### config.mk
export PLATFORM = sky130hd
export DESIGN_NAME = http_header_field_extract
export DESIGN_NICKNAME = d
export VERILOG_FILES = /design/src/hhfe_pkg.sv /design/src/hhfe_cfg.sv /design/src/hhfe_scan.sv /design/src/http_header_field_extract.sv
export SDC_FILE = /design/constraint.sdc
export NUM_CORES = 1
export LEC_CHECK = 0
export BUFFER_PORTS_ARGS = -buffer_cell sky130_fd_sc_hd__buf_2
export CAP_MARGIN = 5
export CORE_MARGIN = 2
export CORE_UTILIZATION = 40
export CTS_BUF_LIST = sky130_fd_sc_hd__clkbuf_16
export DETAILED_ROUTE_END_ITERATION = 7
export PLACE_DENSITY = 0.58
export SLEW_MARGIN = 5
export SYNTH_ARGS = -nofsm -noshare
export SYNTH_HDL_FRONTEND = slang
export SYNTH_SLANG_ARGS = --single-unit
### constraint.sdc
create_clock -name clk -period 11.9 [get_ports clk]
set_input_delay 2.38 -clock clk [delete_from_list [all_inputs] [get_ports clk]]
set_output_delay 2.38 -clock clk [all_outputs]
set_load 0.005 [all_outputs]
### src/hhfe_pkg.sv
package hhfe_pkg;

  localparam int CFG_INDEX_W = 3;
  localparam int LEN_W       = 12;
  localparam int NLEN_W      = 5;

  // register map of the configuration port
  localparam logic [CFG_INDEX_W-1:0] REG_NAME_LOW   = 3'd0;
  localparam logic [CFG_INDEX_W-1:0] REG_NAME_HIGH  = 3'd1;
  localparam logic [CFG_INDEX_W-1:0] REG_NAME_LEN   = 3'd2;
  localparam logic [CFG_INDEX_W-1:0] REG_MAX_LEN    = 3'd3;
  localparam logic [CFG_INDEX_W-1:0] REG_ALLOW_LF   = 3'd4;

  localparam logic [7:0] CH_SPACE = 8'h20;
  localparam logic [7:0] CH_TAB   = 8'h09;
  localparam logic [7:0] CH_CR    = 8'h0D;
  localparam logic [7:0] CH_LF    = 8'h0A;
  localparam logic [7:0] CH_COLON = 8'h3A;

  typedef enum logic [1:0] {
    OUT_FOUND     = 2'd0,
    OUT_NOT_FOUND = 2'd1,
    OUT_NO_COLON  = 2'd2
  } outcome_t;

  typedef enum logic [6:0] {
    PH_SEARCH = 7'b0000001,
    PH_COLON  = 7'b0000010,
    PH_LWS    = 7'b0000100,
    PH_LWS_CR = 7'b0001000,
    PH_LWS_NL = 7'b0010000,
    PH_VALUE  = 7'b0100000,
    PH_DONE   = 7'b1000000
  } phase_t;

  typedef struct packed {
    logic [7:0]       value_byte;
    logic             value_valid;
    logic             finished;
    outcome_t         outcome;
    logic [LEN_W-1:0] value_length;
  } result_t;

  // width of the effective value length limit for a given maximum
  function automatic int limit_width(input int vmax);
    if (vmax >= 4095) begin
      return LEN_W;
    end
    return $clog2(vmax + 1);
  endfunction

endpackage

### src/hhfe_cfg.sv
module hhfe_cfg #(
  parameter int NAME_BYTES_MAX = 16,
  parameter int VALUE_LEN_MAX  = 4095
) (
  input  logic                               clk,
  input  logic                               rst,
  input  logic                               cfg_valid,
  input  logic [hhfe_pkg::CFG_INDEX_W-1:0]   cfg_index,
  input  logic [63:0]                        cfg_data,
  output logic [NAME_BYTES_MAX*8-1:0]        name_bytes,
  output logic [hhfe_pkg::NLEN_W-1:0]        name_length,
  output logic [hhfe_pkg::limit_width(VALUE_LEN_MAX)-1:0] limit,
  output logic                               allow_bare_lf
);
  import hhfe_pkg::*;

  localparam int LIMIT_W = limit_width(VALUE_LEN_MAX);
  localparam logic [LIMIT_W-1:0] LIMIT_RST =
    (VALUE_LEN_MAX > 4095) ? LIMIT_W'(4095) : LIMIT_W'(VALUE_LEN_MAX);

  logic [LEN_W-1:0] max_len_wr;

  assign max_len_wr = cfg_data[LEN_W-1:0];

  // only the bytes that can ever be compared are stored
  always_ff @(posedge clk) begin
    if (rst) begin
      name_bytes <= '0;
    end else if (cfg_valid) begin
      for (int i = 0; i < NAME_BYTES_MAX; i++) begin
        if (cfg_index == ((i < 8) ? REG_NAME_LOW : REG_NAME_HIGH)) begin
          name_bytes[i*8 +: 8] <= cfg_data[(i % 8)*8 +: 8];
        end
      end
    end
  end

  always_ff @(posedge clk) begin
    if (rst) begin
      name_length   <= NLEN_W'(1);
      limit         <= LIMIT_RST;
      allow_bare_lf <= 1'b0;
    end else if (cfg_valid) begin
      unique case (cfg_index)
        REG_NAME_LEN: name_length <= cfg_data[NLEN_W-1:0];
        REG_MAX_LEN: begin
          // clamp once at write time
          if (32'(max_len_wr) > VALUE_LEN_MAX) begin
            limit <= LIMIT_RST;
          end else begin
            limit <= LIMIT_W'(max_len_wr);
          end
        end
        REG_ALLOW_LF: allow_bare_lf <= cfg_data[0];
        default: ;
      endcase
    end
  end

endmodule

### src/hhfe_scan.sv
module hhfe_scan #(
  parameter int NAME_BYTES_MAX = 16,
  parameter int VALUE_LEN_MAX  = 4095
) (
  input  logic                               clk,
  input  logic                               rst,
  input  logic                               step,
  input  logic [7:0]                         text_byte,
  input  logic                               end_of_text,
  input  logic [NAME_BYTES_MAX*8-1:0]        name_bytes,
  input  logic [hhfe_pkg::NLEN_W-1:0]        name_length,
  input  logic [hhfe_pkg::limit_width(VALUE_LEN_MAX)-1:0] limit,
  input  logic                               allow_bare_lf,
  output hhfe_pkg::result_t                  res
);
  import hhfe_pkg::*;

  localparam int LIMIT_W = limit_width(VALUE_LEN_MAX);
  localparam int IDX_W   = (NAME_BYTES_MAX > 1) ? $clog2(NAME_BYTES_MAX) : 1;
  localparam logic [NLEN_W-1:0] NLEN_MAX = NLEN_W'(NAME_BYTES_MAX);

  phase_t              phase, phase_next;
  logic [NLEN_W-1:0]   match_cnt, match_cnt_next;
  logic                line_start, line_start_next;
  logic [LIMIT_W-1:0]  emitted, emitted_next;

  logic [NLEN_W-1:0]   nlen;
  logic [IDX_W-1:0]    name_idx;
  logic [7:0]          name_sel;
  logic                used;
  logic                emit;
  logic                fin;
  logic                is_wsp;
  outcome_t            outc;

  assign nlen     = (name_length > NLEN_MAX) ? NLEN_MAX : name_length;
  assign name_idx = match_cnt[IDX_W-1:0];
  assign name_sel = name_bytes[name_idx*8 +: 8];
  assign is_wsp   = (text_byte == CH_SPACE) || (text_byte == CH_TAB);

  always_comb begin
    phase_next      = phase;
    match_cnt_next  = match_cnt;
    line_start_next = line_start;
    emitted_next    = emitted;
    used            = 1'b0;
    emit            = 1'b0;
    fin             = 1'b0;
    outc            = OUT_FOUND;

    // name match at a line start; any other byte is consumed here
    if (phase_next == PH_SEARCH) begin
      if (line_start && match_cnt >= nlen) begin
        phase_next = PH_COLON;
      end else if (line_start && name_sel == text_byte) begin
        match_cnt_next = match_cnt + NLEN_W'(1);
        if (match_cnt_next >= nlen) begin
          phase_next = PH_COLON;
        end
        used = 1'b1;
      end else begin
        match_cnt_next  = '0;
        line_start_next = (text_byte == CH_LF);
        used            = 1'b1;
      end
    end

    if (phase_next == PH_COLON && !used) begin
      if (text_byte == CH_COLON) begin
        if (limit == '0) begin
          fin        = 1'b1;
          phase_next = PH_DONE;
        end else begin
          phase_next = PH_LWS;
        end
      end
      used = 1'b1;
    end

    // linear whitespace between the colon and the value
    if (!used) begin
      unique case (phase_next)
        PH_LWS: begin
          if (is_wsp) begin
            used = 1'b1;
          end else if (text_byte == CH_CR) begin
            phase_next = PH_LWS_CR;
            used       = 1'b1;
          end else if (text_byte == CH_LF) begin
            if (allow_bare_lf) begin
              phase_next = PH_LWS_NL;
            end else begin
              fin        = 1'b1;
              phase_next = PH_DONE;
            end
            used = 1'b1;
          end else begin
            phase_next = PH_VALUE;
          end
        end
        PH_LWS_CR: begin
          if (text_byte == CH_LF) begin
            phase_next = PH_LWS_NL;
          end else begin
            fin        = 1'b1;
            phase_next = PH_DONE;
          end
          used = 1'b1;
        end
        PH_LWS_NL: begin
          if (is_wsp) begin
            phase_next = PH_LWS;
          end else begin
            fin        = 1'b1;
            phase_next = PH_DONE;
          end
          used = 1'b1;
        end
        default: ;
      endcase
    end

    if (phase_next == PH_VALUE && !used) begin
      if (text_byte == CH_CR || text_byte == CH_LF) begin
        fin        = 1'b1;
        phase_next = PH_DONE;
      end else begin
        emit         = 1'b1;
        emitted_next = emitted + LIMIT_W'(1);
        if (emitted_next >= limit) begin
          fin        = 1'b1;
          phase_next = PH_DONE;
        end
      end
    end

    // early end of text closes with the outcome of the current phase
    if (end_of_text && !fin && phase_next != PH_DONE) begin
      fin = 1'b1;
      if (phase_next == PH_SEARCH) begin
        outc = OUT_NOT_FOUND;
      end else if (phase_next == PH_COLON) begin
        outc = OUT_NO_COLON;
      end else begin
        outc = OUT_FOUND;
      end
    end

    res.value_byte   = emit ? text_byte : 8'h00;
    res.value_valid  = emit;
    res.finished     = fin;
    res.outcome      = fin ? outc : OUT_FOUND;
    res.value_length = fin ? LEN_W'(emitted_next) : '0;
  end

  always_ff @(posedge clk) begin
    if (rst) begin
      phase      <= PH_SEARCH;
      match_cnt  <= '0;
      line_start <= 1'b1;
      emitted    <= '0;
    end else if (step) begin
      if (end_of_text) begin
        // restart for the next text
        phase      <= PH_SEARCH;
        match_cnt  <= '0;
        line_start <= 1'b1;
        emitted    <= '0;
      end else begin
        phase      <= phase_next;
        match_cnt  <= match_cnt_next;
        line_start <= line_start_next;
        emitted    <= emitted_next;
      end
    end
  end

endmodule

### src/http_header_field_extract.sv
// Channel  Direction  Handshake                  Payload
// in       input      in_valid / in_ready        text_byte, end_of_text
// out      output     out_valid / out_ready      value_byte, value_valid, finished,
//                                                outcome, value_length
// cfg      input      cfg_valid / cfg_ready      cfg_index, cfg_data
//
// One byte per cycle sustained while no result is stalled; an item passes through the
// input register and then, if it yields a result, sits in the result register until
// taken. The scan state updates as the item leaves the input register.
// Synchronous active-high reset clears state and loads register defaults; cfg_ready
// is always high. A stalled result only blocks the input once the input register
// also holds an item.
module http_header_field_extract #(
  parameter int NAME_BYTES_MAX = 16,
  parameter int VALUE_LEN_MAX  = 4095
) (
  input  logic                              clk,
  input  logic                              rst,
  input  logic                              in_valid,
  output logic                              in_ready,
  input  logic [7:0]                        text_byte,
  input  logic                              end_of_text,
  output logic                              out_valid,
  input  logic                              out_ready,
  output logic [7:0]                        value_byte,
  output logic                              value_valid,
  output logic                              finished,
  output logic [1:0]                        outcome,
  output logic [hhfe_pkg::LEN_W-1:0]        value_length,
  input  logic                              cfg_valid,
  output logic                              cfg_ready,
  input  logic [hhfe_pkg::CFG_INDEX_W-1:0]  cfg_index,
  input  logic [63:0]                       cfg_data
);
  import hhfe_pkg::*;

  localparam int LIMIT_W = limit_width(VALUE_LEN_MAX);

  logic [NAME_BYTES_MAX*8-1:0] name_bytes;
  logic [NLEN_W-1:0]           name_length;
  logic [LIMIT_W-1:0]          limit;
  logic                        allow_bare_lf;

  logic       buf_valid;
  logic [7:0] buf_byte;
  logic       buf_last;
  logic       advance;
  result_t    res;
  result_t    res_reg;

  assign cfg_ready = 1'b1;
  assign advance   = buf_valid && (!out_valid || out_ready);
  assign in_ready  = !buf_valid || advance;

  hhfe_cfg #(
    .NAME_BYTES_MAX (NAME_BYTES_MAX),
    .VALUE_LEN_MAX  (VALUE_LEN_MAX)
  ) u_cfg (
    .clk           (clk),
    .rst           (rst),
    .cfg_valid     (cfg_valid),
    .cfg_index     (cfg_index),
    .cfg_data      (cfg_data),
    .name_bytes    (name_bytes),
    .name_length   (name_length),
    .limit         (limit),
    .allow_bare_lf (allow_bare_lf)
  );

  hhfe_scan #(
    .NAME_BYTES_MAX (NAME_BYTES_MAX),
    .VALUE_LEN_MAX  (VALUE_LEN_MAX)
  ) u_scan (
    .clk           (clk),
    .rst           (rst),
    .step          (advance),
    .text_byte     (buf_byte),
    .end_of_text   (buf_last),
    .name_bytes    (name_bytes),
    .name_length   (name_length),
    .limit         (limit),
    .allow_bare_lf (allow_bare_lf),
    .res           (res)
  );

  // input register
  always_ff @(posedge clk) begin
    if (rst) begin
      buf_valid <= 1'b0;
    end else if (in_ready) begin
      buf_valid <= in_valid;
    end
  end

  always_ff @(posedge clk) begin
    if (in_valid && in_ready) begin
      buf_byte <= text_byte;
      buf_last <= end_of_text;
    end
  end

  // result register; drop items that yield nothing
  always_ff @(posedge clk) begin
    if (rst) begin
      out_valid <= 1'b0;
    end else if (advance && (res.value_valid || res.finished)) begin
      out_valid <= 1'b1;
    end else if (out_ready) begin
      out_valid <= 1'b0;
    end
  end

  always_ff @(posedge clk) begin
    if (advance && (res.value_valid || res.finished)) begin
      res_reg <= res;
    end
  end

  assign value_byte   = res_reg.value_byte;
  assign value_valid  = res_reg.value_valid;
  assign finished     = res_reg.finished;
  assign outcome      = res_reg.outcome;
  assign value_length = res_reg.value_length;

endmodule
==> results of run 1 <==
## routing by layer
| metal | vias to the layer above | share of wire [%] | global-route usage, % |
|---|---|---|---|
| met4 | 0 | 1.3 | 3.112 |
| met5 | - | 0 | 0 |
| li1 | 4025 | - | - |
| met1 | 3769 | 47 | 27.33 |
| met3 | 22 | 4.4 | 2.867 |
| met2 | 179 | 48 | 32.80 |
## per-stage QoR
step           utilization [%]  power (mW)
2_1_floorplan                -      0.7965
3_3_place_gp             43.50      0.8352
3_5_place_dp             43.50      0.8358
4_1_cts                  46.52       1.529
5_1_grt                  46.52       1.566
6_report                 46.52       1.513
## cell usage after synthesis (10+ instances only)
master    count  area [µm²]
mux4_2       37       833.3
nand3_1      20       100.1
and3_1       19       118.9
mux2i_1      12       120.1
clkbuf_1     56       210.2
or3_1        12       75.07
xnor2_1      10       87.58
nand3b_1     16       120.1
nor2_1       47       176.4
a31oi_1      14       87.58
nor3_1       12       60.06
o21ai_0      26       130.1
dfxtp_1     173        3463
xor2_1       22       192.7
ha_1         24       300.3
inv_1        20       75.07
edfxtp_1     33       991.0
nor2b_1      10       62.56
a21oi_1     164       820.8
nand2_1     309        1160
## final timing paths
| check | startpoint | end | slack [ns] |
|---|---|---|---|
| worst max-delay path | out_ready | in_ready | 6.63 |
| worst min register to register | u_cfg.name_bytes[127] | u_cfg.name_bytes[127] | 0.45 |
| worst min-delay path | u_cfg.name_bytes[127] | u_cfg.name_bytes[127] | 0.45 |
| worst max register to register | buf_byte[0] | value_byte[1] | 6.96 |
## logic make-up after synthesis
kind of cell    synth area share, %
xor+xnor                      2.862
flops                         45.48
compound gates                13.44
other cells                 0.03829
simple gates                  21.50
mux                           9.736
buf+inv                       3.871
fa+ha+maj                     3.066
## critical path, cell delays in order
cell and delay, ns:
buf_2 0.10, nor2b_1 0.19, nand2_1 0.09, buf_2 0.13
## power by group
| group | leakage [nW] | switching [mW] | internal [mW] |
|---|---|---|---|
| clock network | 0.372 | 0.294 | 0.399 |
| registers | 1.73 | 0.0111 | 0.722 |
| logic | 2.16 | 0.0542 | 0.0325 |
| total | 4.26 | 0.359 | 1.15 |
## placed cells by master, fill, tap and decap left out, drive strengths merged, types with 3 or more instances in the layout
master | netlist | final
nor2 | 47 | 47
edfxtp | 33 | 33
nor4 | 5 | 5
nor3 | 13 | 13
xnor2 | 10 | 10
or3 | 12 | 12
nand2 | 309 | 309
ha | 24 | 24
a2111oi | 3 | 3
nand2b | 9 | 9
clkbuf | 56 | 23
clkinv | 0 | 11
a31oi | 14 | 14
dfxtp | 173 | 173
and3 | 19 | 19
buf | 18 | 116
and2 | 4 | 4
o21a | 3 | 3
xor2 | 22 | 22
o21ai | 28 | 28
nand3b | 16 | 16
mux2i | 12 | 12
nand3 | 20 | 20
a21oi | 164 | 164
nor2b | 10 | 10
mux4 | 37 | 37
a21o | 4 | 4
inv | 20 | 24
## flip-flops by register name, summed over array words and instances (netlist names), 2 cells and up
| signal | flops |
|---|---|
| u_cfg.name_length | 5 |
| u_cfg.limit | 12 |
| u_scan.emitted | 12 |
| buf_byte | 8 |
| value_length | 12 |
| outcome | 2 |
| u_cfg.name_bytes | 128 |
| u_scan.match_cnt | 5 |
| u_scan.phase | 7 |
| value_byte | 8 |
## cell type report
cell class | instances | share of cell area, %
inverters | 20 | 0.6674
flip-flops and latches | 206 | 39.61
clock inverters | 18 | 1.379
repair buffers | 116 | 5.406
clock buffers | 23 | 5.117
well taps | 324 | 3.604
multi-input cells | 820 | 44.22
==> out/metrics.yaml, run 1 <==
placed_cells: 1486
outcome: "finished clean"
setup_viol: 0
dr.pass1.iters: 4
drive_gt1_share_pct: 16.87
path_max_fanout: 3
vias: 7995
synth_top_flop_cell: "dfxtp_1"
die_area_mm2: 0.02575
dp_hpwl_um: 17010
worstPathRequired_ns: 9.52
antenna_left: 0
routed_wl_um: 25390
cts_buffer_depth: 3
hold_class: "flip-flop to flip-flop"
power.leakage_nw: 4.256
ys_seq_elements: 206
antenna_cells: 0
drt-initial-drc-count: 531
synth_seq_area_share_pct: 45.48
core.rowCount: 57
holdBufCountCts: 0
clock-sinks: 206
portBuffers: 106
ioPinCount: 108
finalWeightedCongestion: 0.8492
wl_per_cell_um: 16.63
dpl-instance-area_mm2: 0.01052
slew_headroom_pct: 22.57
hold_viol_final: 0
hold_depth: 2
grt_max_degree: 107
syn_nets: 1225
path_class: "primary input to output port"
syn_inst: 1120
synth_cell_types: 61
fin_area_mm2: 0.01125
path_clk_slew_ns: 0.06
yosysWarnings: 0
cts_setup_buffers: 0
layoutNonFillerInstCount: 1527
worstMarginPinSlew_ns: 1.161
routed_via_density: 5.236
grt_pass1_wl_um: 40690
grt-ovfl-total: 0
drc: 0
syn_area_mm2: 0.009793
worst_r2r_path_depth: 10
skew_ns: 0.008621
pre_cts_slack_ns: 6.631
final.min_clock_period_ns: 5.269
vdd_ir_drop_max_mv: 0.1072
slew_viol_final: 0
core-area_mm2: 0.02418
grt_setup_unrepaired: "no"
register_area_mm2: 0.004456
critical_path_arrival_ns: 2.89
syn_to_final_growth_pct: 14.86
fmax_mhz: 189.8
chipHeight_um: 160.5
critPathLaunchType: "primary input"
antenna_found_initial: 0
cap_violations: 0
setup_slack_ns: 6.631
post_cts_resized: 0
synth_edf_count: 33
async_flop_share_pct: 0
initial_core_util_pct: 40.51
h-tree-depth: 1
grt_use_total_pct: 19.54
nets: 1292
syn_area_per_cell_um2: 8.744
cts_root_buffer: "clkbuf_16"
power_density_mw_per_mm2: 134.5
tns_ns: 0
clkLatencyLatePin_ns: 0.52
fin_crit_sh_pct: 44.28
multi_input_area_mm2: 0.004974
num-fill-cells: 2380
tritoncts: "done"
die_w_um: 160.5
cts_made_buffers: 23
fin_hold_ws_ns: 0.4493
grt_pass1_vias: 7438
critPathCaptureType: "output port"
No activity file was read; power rests on OpenSTA's default activity.
==> run 2: changes to the inputs <==
==> constraint.sdc (replaced) <==
create_clock -name clk -period 4.9 [get_ports clk]
set_input_delay 0.98 -clock clk [delete_from_list [all_inputs] [get_ports clk]]
set_output_delay 0.98 -clock clk [all_outputs]
set_load 0.005 [all_outputs]
==> run 2 against run 1 <==
Compared with the run above: routed wire length down 0.44%; setup slack got worse by 5.7 ns; count of clock-buffer cells in the layout grew 3; utilization rose by 0.43 points; register-to-register slack got worse by 6.0 ns; sequential power grew 140%; via count fell by 0.48%; sequential cell count unchanged; combinational power is 150% higher; global-route usage up 0.13 points; final cell count up 0.59%.
==> out/metrics.yaml, run 2 (synthesis gave the netlist of run 1 again) <==
fmax_mhz: 252.3
cpLargestDelayFamily: "compound AO/OA/AOI/OAI gates"
skew_ns: 0.02187
outcome: "finished clean"
setup_viol: 0
slowest_stage: "dfxtp_1"
dp_hpwl_um: 17080
hold_class: "flip-flop to flip-flop"
top_register: "u_cfg.name_bytes"
post_cts_resized: 0
cts_buffer_depth: 3
cap_violations: 0
grt_pass1_wl_um: 40920
wl_per_cell_um: 16.46
holdBufCountCts: 0
grt_pass1_vias: 7571
tritoncts: "done"
critical_path_arrival_ns: 4.18
worstPathRequired_ns: 5.12
crit_path_cell_trace: "ha_1, and3_1, and3_1, and3_1, and3_1, xor2_1, ha_1, o2111ai_1, a21oi_1, o41ai_1, a311o_1, o21ai_0, a21oi_1, buf_4, a21oi_2, buf_4"
path_class: "flip-flop to flip-flop"
power.leakage_nw: 4.314
hold_viol_final: 0
hp-start: "u_cfg.name_bytes[29]"
drc: 0
cts_root_buffer: "clkbuf_16"
tns_ns: 0
portBuffers: 106
critPathMaxStageDelay_ns: 0.44
path_buf_inv: 2
drt-initial-drc-count: 467
h-tree-depth: 1
die_w_um: 160.5
slew_viol_final: 0
clock-sinks: 206
antenna_found_initial: 0
grt_max_degree: 67
clkLatencyLatePin_ns: 0.52
fin_hold_ws_ns: 0.4511
grt_setup_unrepaired: "no"
cts_setup_buffers: 0
vdd_ir_drop_max_mv: 0.2355
core-area_mm2: 0.02418
core.rowCount: 57
final.min_clock_period_ns: 3.964
syn_to_final_growth_pct: 15.93
power_density_mw_per_mm2: 332.0
largest_reg_flops: 128
r2r-start: "u_scan.emitted[0]"
critPathLaunchType: "flip-flop"
path_clk_slew_ns: 0.06
initial_core_util_pct: 40.51
path_max_fanout: 15
critPathCaptureType: "flip-flop"
nets: 1299
crit_start: "u_scan.emitted[0]"
layout_commonest_cell: "nand2_1"
ioPinCount: 108
grt-ovfl-total: 0
antenna_cells: 0
worstMarginPinSlew_ns: 0.7982
layout_common_cells: "nand2_1 (308), dfxtp_1 (172), a21oi_1 (163)"
die_area_mm2: 0.02575
finalWeightedCongestion: 0.8805
dr.pass1.iters: 7
antenna_left: 0
fin_crit_sh_pct: 80.90
drive_gt1_share_pct: 17.24
routed_wl_um: 25280
crit_top_cell: "and3_1"
utilization_pct: 46.96
cts_made_buffers: 24
grt_use_total_pct: 19.67
routed_via_density: 5.180
chipHeight_um: 160.5
vias: 7957
slew_headroom_pct: 46.79
[run 2: cell types whose count changed in the layout (fill, tap and decap cells not counted), sizes merged]
cell / previous run / this run
buf: 116 / 122
clkbuf: 23 / 26
clkinv: 11 / 8
clkinvlp: 1 / 3
inv: 24 / 25
[run 2: metrics by stage]
stage | instance area [µm²] | std cells | total power, mW | worst slack [ns]
after CTS | 11350 | 1536 | 3.823 | 0.9265
after global routing | 11350 | 1536 | 3.920 | 0.5434
after floorplan | 9793 | 1120 | 1.934 | 0.09010
after global placement | 10560 | 1492 | 2.032 | 0.9954
final | 11350 | 1536 | 3.769 | 0.9361
after detailed placement | 10560 | 1492 | 2.033 | 0.9510
[run 2: worst min-delay path: stages, from the launching register on]
cell	delay [ns]
dfxtp_1	0.30
nand2_1	0.05
a21oi_1	0.05
[run 2: path summary, 6_finish.rpt]
kind / depth (start not counted) / slack [ns] / to
hold reg to reg: 2 / 0.45 / u_cfg.name_bytes[29]
setup / recovery: 16 / 0.94 / value_length[9]
hold / removal: 2 / 0.45 / u_cfg.name_bytes[29]
setup reg to reg: 16 / 0.94 / value_length[9]
[run 2: routing by layer]
| metal | global-route usage [%] | share of wire (%) | up-vias |
|---|---|---|---|
| met5 | 0 | 0 | - |
| met4 | 5.078 | 2.0 | 0 |
| met3 | 3.125 | 4.7 | 30 |
| met2 | 32.43 | 47 | 185 |
| met1 | 27.09 | 47 | 3705 |
| li1 | - | - | 4037 |
[run 2: layout make-up]
class,count,area [µm²]
Fill cell,2410,12820
Multi-Input combinational cell,820,4974
Sequential cell,206,4456
Timing Repair Buffer,122,653.1
Clock buffer,26,650.6
Tap cell,324,405.4
Clock inverter,18,140.1
Inverter,20,75.07
[run 2: where the power goes]
part           switching, mW  internal, mW
clock network          0.713          1.06
logic                  0.133        0.0808
registers             0.0278          1.75
total                  0.874          2.90
==> run 3: changes to the inputs <==
--- a/config.mk
+++ b/config.mk
@@ -5,6 +5,7 @@
 export SDC_FILE = /design/constraint.sdc
 export NUM_CORES = 1
 export LEC_CHECK = 0
+export ABC_AREA = 1
 export BUFFER_PORTS_ARGS = -buffer_cell sky130_fd_sc_hd__buf_2
 export CAP_MARGIN = 5
 export CORE_MARGIN = 2
==> constraint.sdc (replaced) <==
create_clock -name clk -period 4.07 [get_ports clk]
set_input_delay 0.814 -clock clk [delete_from_list [all_inputs] [get_ports clk]]
set_output_delay 0.814 -clock clk [all_outputs]
set_load 0.005 [all_outputs]
==> run 3 against run 2 <==
Compared with the run above: the run now ends with setup timing left; total power increased by 21%; combinational power increased by 87%; synthesized cell count increased by 25%; synthesized area up 3.5%; critical path depth increased by 15; first-iteration DRC count rose by 34%; register-to-register slack worse by 1.1 ns; final cell count rose by 24%; count of clock-buffer cells in the layout fell by 2; sequential share of layout area fell by 4.9 points; largest cell class unchanged; largest power group unchanged.
==> out/metrics.yaml, run 3 <==
synth.most_common_cell: "nor2_1"
tritoncts: "done"
tns_ns: -6.081
antenna_found_initial: 0
antenna_cells: 0
cts_root_buffer: "clkbuf_16"
worstPathRequired_ns: 4.36
dp_hpwl_um: 20500
finalWeightedCongestion: 0.8737
placed_cells: 1834
drive_gt1_share_pct: 22.12
h-tree-depth: 1
setup_slack_ns: -0.1934
critPathMaxStageDelay_ns: 0.34
portBuffers: 106
clock-sinks: 206
vias: 9647
wl_per_cell_um: 15.84
syn_nets: 1503
crit_path_end: "finished"
layoutNonFillerInstCount: 1899
p_int_mw: 3.414
crit_top_cell: "nand2_2"
register_area_mm2: 0.004461
vdd_ir_drop_max_mv: 0.2910
path_class: "flip-flop to flip-flop"
ys_seq_elements: 206
routed_via_density: 5.080
rrSetupSlack_ns: -0.19
fin_crit_sh_pct: 104.8
final.min_clock_period_ns: 4.263
multi_input_area_mm2: 0.005109
hp-start: "u_cfg.name_bytes[72]"
power_density_mw_per_mm2: 350.9
die_w_um: 163.2
p_seq_share_pct: 47.5
violations: "setup timing"
async_flop_share_pct: 0
fin_area_mm2: 0.01297
worstMarginPinSlew_ns: 1.204
die_area_mm2: 0.02663
critPathLaunchType: "flip-flop"
num-fill-cells: 2481
path_max_fanout: 11
power.clock.fraction_pct: 43.7
critical_path_arrival_ns: 4.55
slew_viol_final: 0
hold_viol_final: 0
yosysWarnings: 0
setup_viol: 43
netlist_top_cells_count: "nor2_1 (208), nand2_1 (183), o21ai_0 (175)"
grt_pass1_vias: 9129
grt_use_total_pct: 21.60
rr_endpoint: "finished"
yosysTopAreaCell: "dfxtp_1"
dpl-instance-area_mm2: 0.01147
largest_reg_flops: 128
switchingPower_mw: 1.139
outcome: "finished with violations"
initial_core_util_pct: 40.48
synth_seq_area_share_pct: 43.95
grt_max_degree: 63
slew_headroom_pct: 19.41
synth_edf_count: 33
worst_r2r_path_depth: 31
grt-ovfl-total: 0
cap_violations: 0
chipHeight_um: 163.2
drt-initial-drc-count: 625
routed_wl_um: 30090
grt_setup_unrepaired: "yes"
syn_area_per_cell_um2: 7.250
pwr-share-comb_pct: 8.8
critPathCaptureType: "flip-flop"
ys_top_cells_by_area: "dfxtp_1 (34%), edfxtp_1 (9.8%), o21ai_0 (8.6%)"
power.leakage_nw: 5.683
synth_top_flop_cell: "dfxtp_1"
core-area_mm2: 0.02504
path_clk_slew_ns: 0.06
skew_ns: 0.01703
fmax_mhz: 234.6
p_total_mw: 4.553
syn_area_mm2: 0.01014
nets: 1656
r2r-start: "u_scan.match_cnt[1]"
synth_cell_types: 45
synth_top_area_share_pct: 34.17
layout_commonest_cell: "nor2_1"
dr.pass1.iters: 5
cts_buffer_depth: 3
clkLatencyLatePin_ns: 0.53
grt_pass1_wl_um: 46490
layout_common_cells: "nor2_1 (196), nand2_1 (172), o21ai_0 (171)"
core.rowCount: 58
hold_class: "flip-flop to flip-flop"
cts_made_buffers: 24
syn_to_final_growth_pct: 28.00
crit_start: "u_scan.match_cnt[1]"
top_register: "u_cfg.name_bytes"
antenna_left: 0
ioPinCount: 108
drc: 0
syn_inst: 1398
slowest_stage: "dfxtp_2"
switching_share_pct: 25.02
run 3: cell count changes after synthesis, moves of 31 or more:
cell,previous run,this run
a21oi_1,164,133
nand2_1,309,183
mux4_2,37,0
nand3_1,20,100
inv_1,20,156
o21ai_0,26,175
nor2_1,47,208
run 3: kinds of logic (layout without fill, tap and decap cells):
group	count (synthesis)	in the layout	synth area share (%)
and+or+nand+nor	540	540	22.82
AOI/OAI and AO/OA	365	365	18.79
buffers and inverters	246	417	10.01
DFF	206	206	43.95
adders and majority gates	24	24	2.963
xor gates and xnor gates	12	12	1.037
muxes	4	4	0.3950
other	1	1	0.03700
run 3: through the flow:
| step | hold slack, ns | util, % | setup WS (ns) |
|---|---|---|---|
| 2_1_floorplan | 0.4245 | - | 0.05095 |
| 4_1_cts | 0.4410 | 49.22 | -0.04560 |
| 3_5_place_dp | 0.4440 | 45.81 | -0.1563 |
| 3_3_place_gp | 0.4413 | 45.81 | -0.07232 |
| 6_report | 0.4523 | 51.82 | -0.1934 |
| 5_1_grt | 0.4486 | 51.82 | -0.4930 |
run 3: power by group through the flow:
stage                     Combinational (mW)  Sequential, mW  Clock (mW)
after detailed placement               0.366            2.21           0
after floorplan                        0.210            2.20           0
final                                  0.399            2.16        1.99
after global routing                   0.446            2.17        2.13
after global placement                 0.362            2.21           0
after CTS                              0.374            2.16        2.04
run 3: how the worst min path moves through the flow:
stage / to / slack [ns] / cells after the start
after floorplan: u_cfg.name_bytes[117] / 0.42 / 2
after detailed placement: u_cfg.name_bytes[72] / 0.44 / 2
after global routing: buf_last / 0.45 / 1
after CTS: buf_last / 0.44 / 1
after global placement: u_cfg.name_bytes[9] / 0.44 / 2
final: u_cfg.name_bytes[72] / 0.45 / 2
run 3: final cells by class:
| cell class | instances | share of cell area [%] |
|---|---|---|
| well taps | 330 | 3.183 |
| flip-flops and latches | 206 | 34.38 |
| clock buffers | 24 | 4.629 |
| clock inverters | 20 | 0.9162 |
| multi-input cells | 946 | 39.38 |
| inverters | 168 | 5.005 |
| repair buffers | 205 | 12.51 |
run 3: timing repair:
item                                    4_1_cts  5_1_grt
gates resized for setup                      21       92
gates cloned                                  1        7
pin swaps                                     7       27
hold buffers                                  0        0
buffers inserted                              4        9
endpoints found under the setup margin       37       60
run 3: per-layer routing:
layer  vias to the layer above  track usage (%)  share of wire [%]
met2                       205            35.54                 46
met5                         -                0                  0
met3                        39            3.377                5.2
met1                      4494            29.90                 47
met4                         0            4.827                1.6
li1                       4909                -                  -
run 3: worst max-delay path: cells and delay by family (launching register included):
kind / cells / cell delay [ns]
simple gates: 23 / 2.51
buf+inv: 5 / 0.74
compound gates: 3 / 0.41
flops: 1 / 0.34
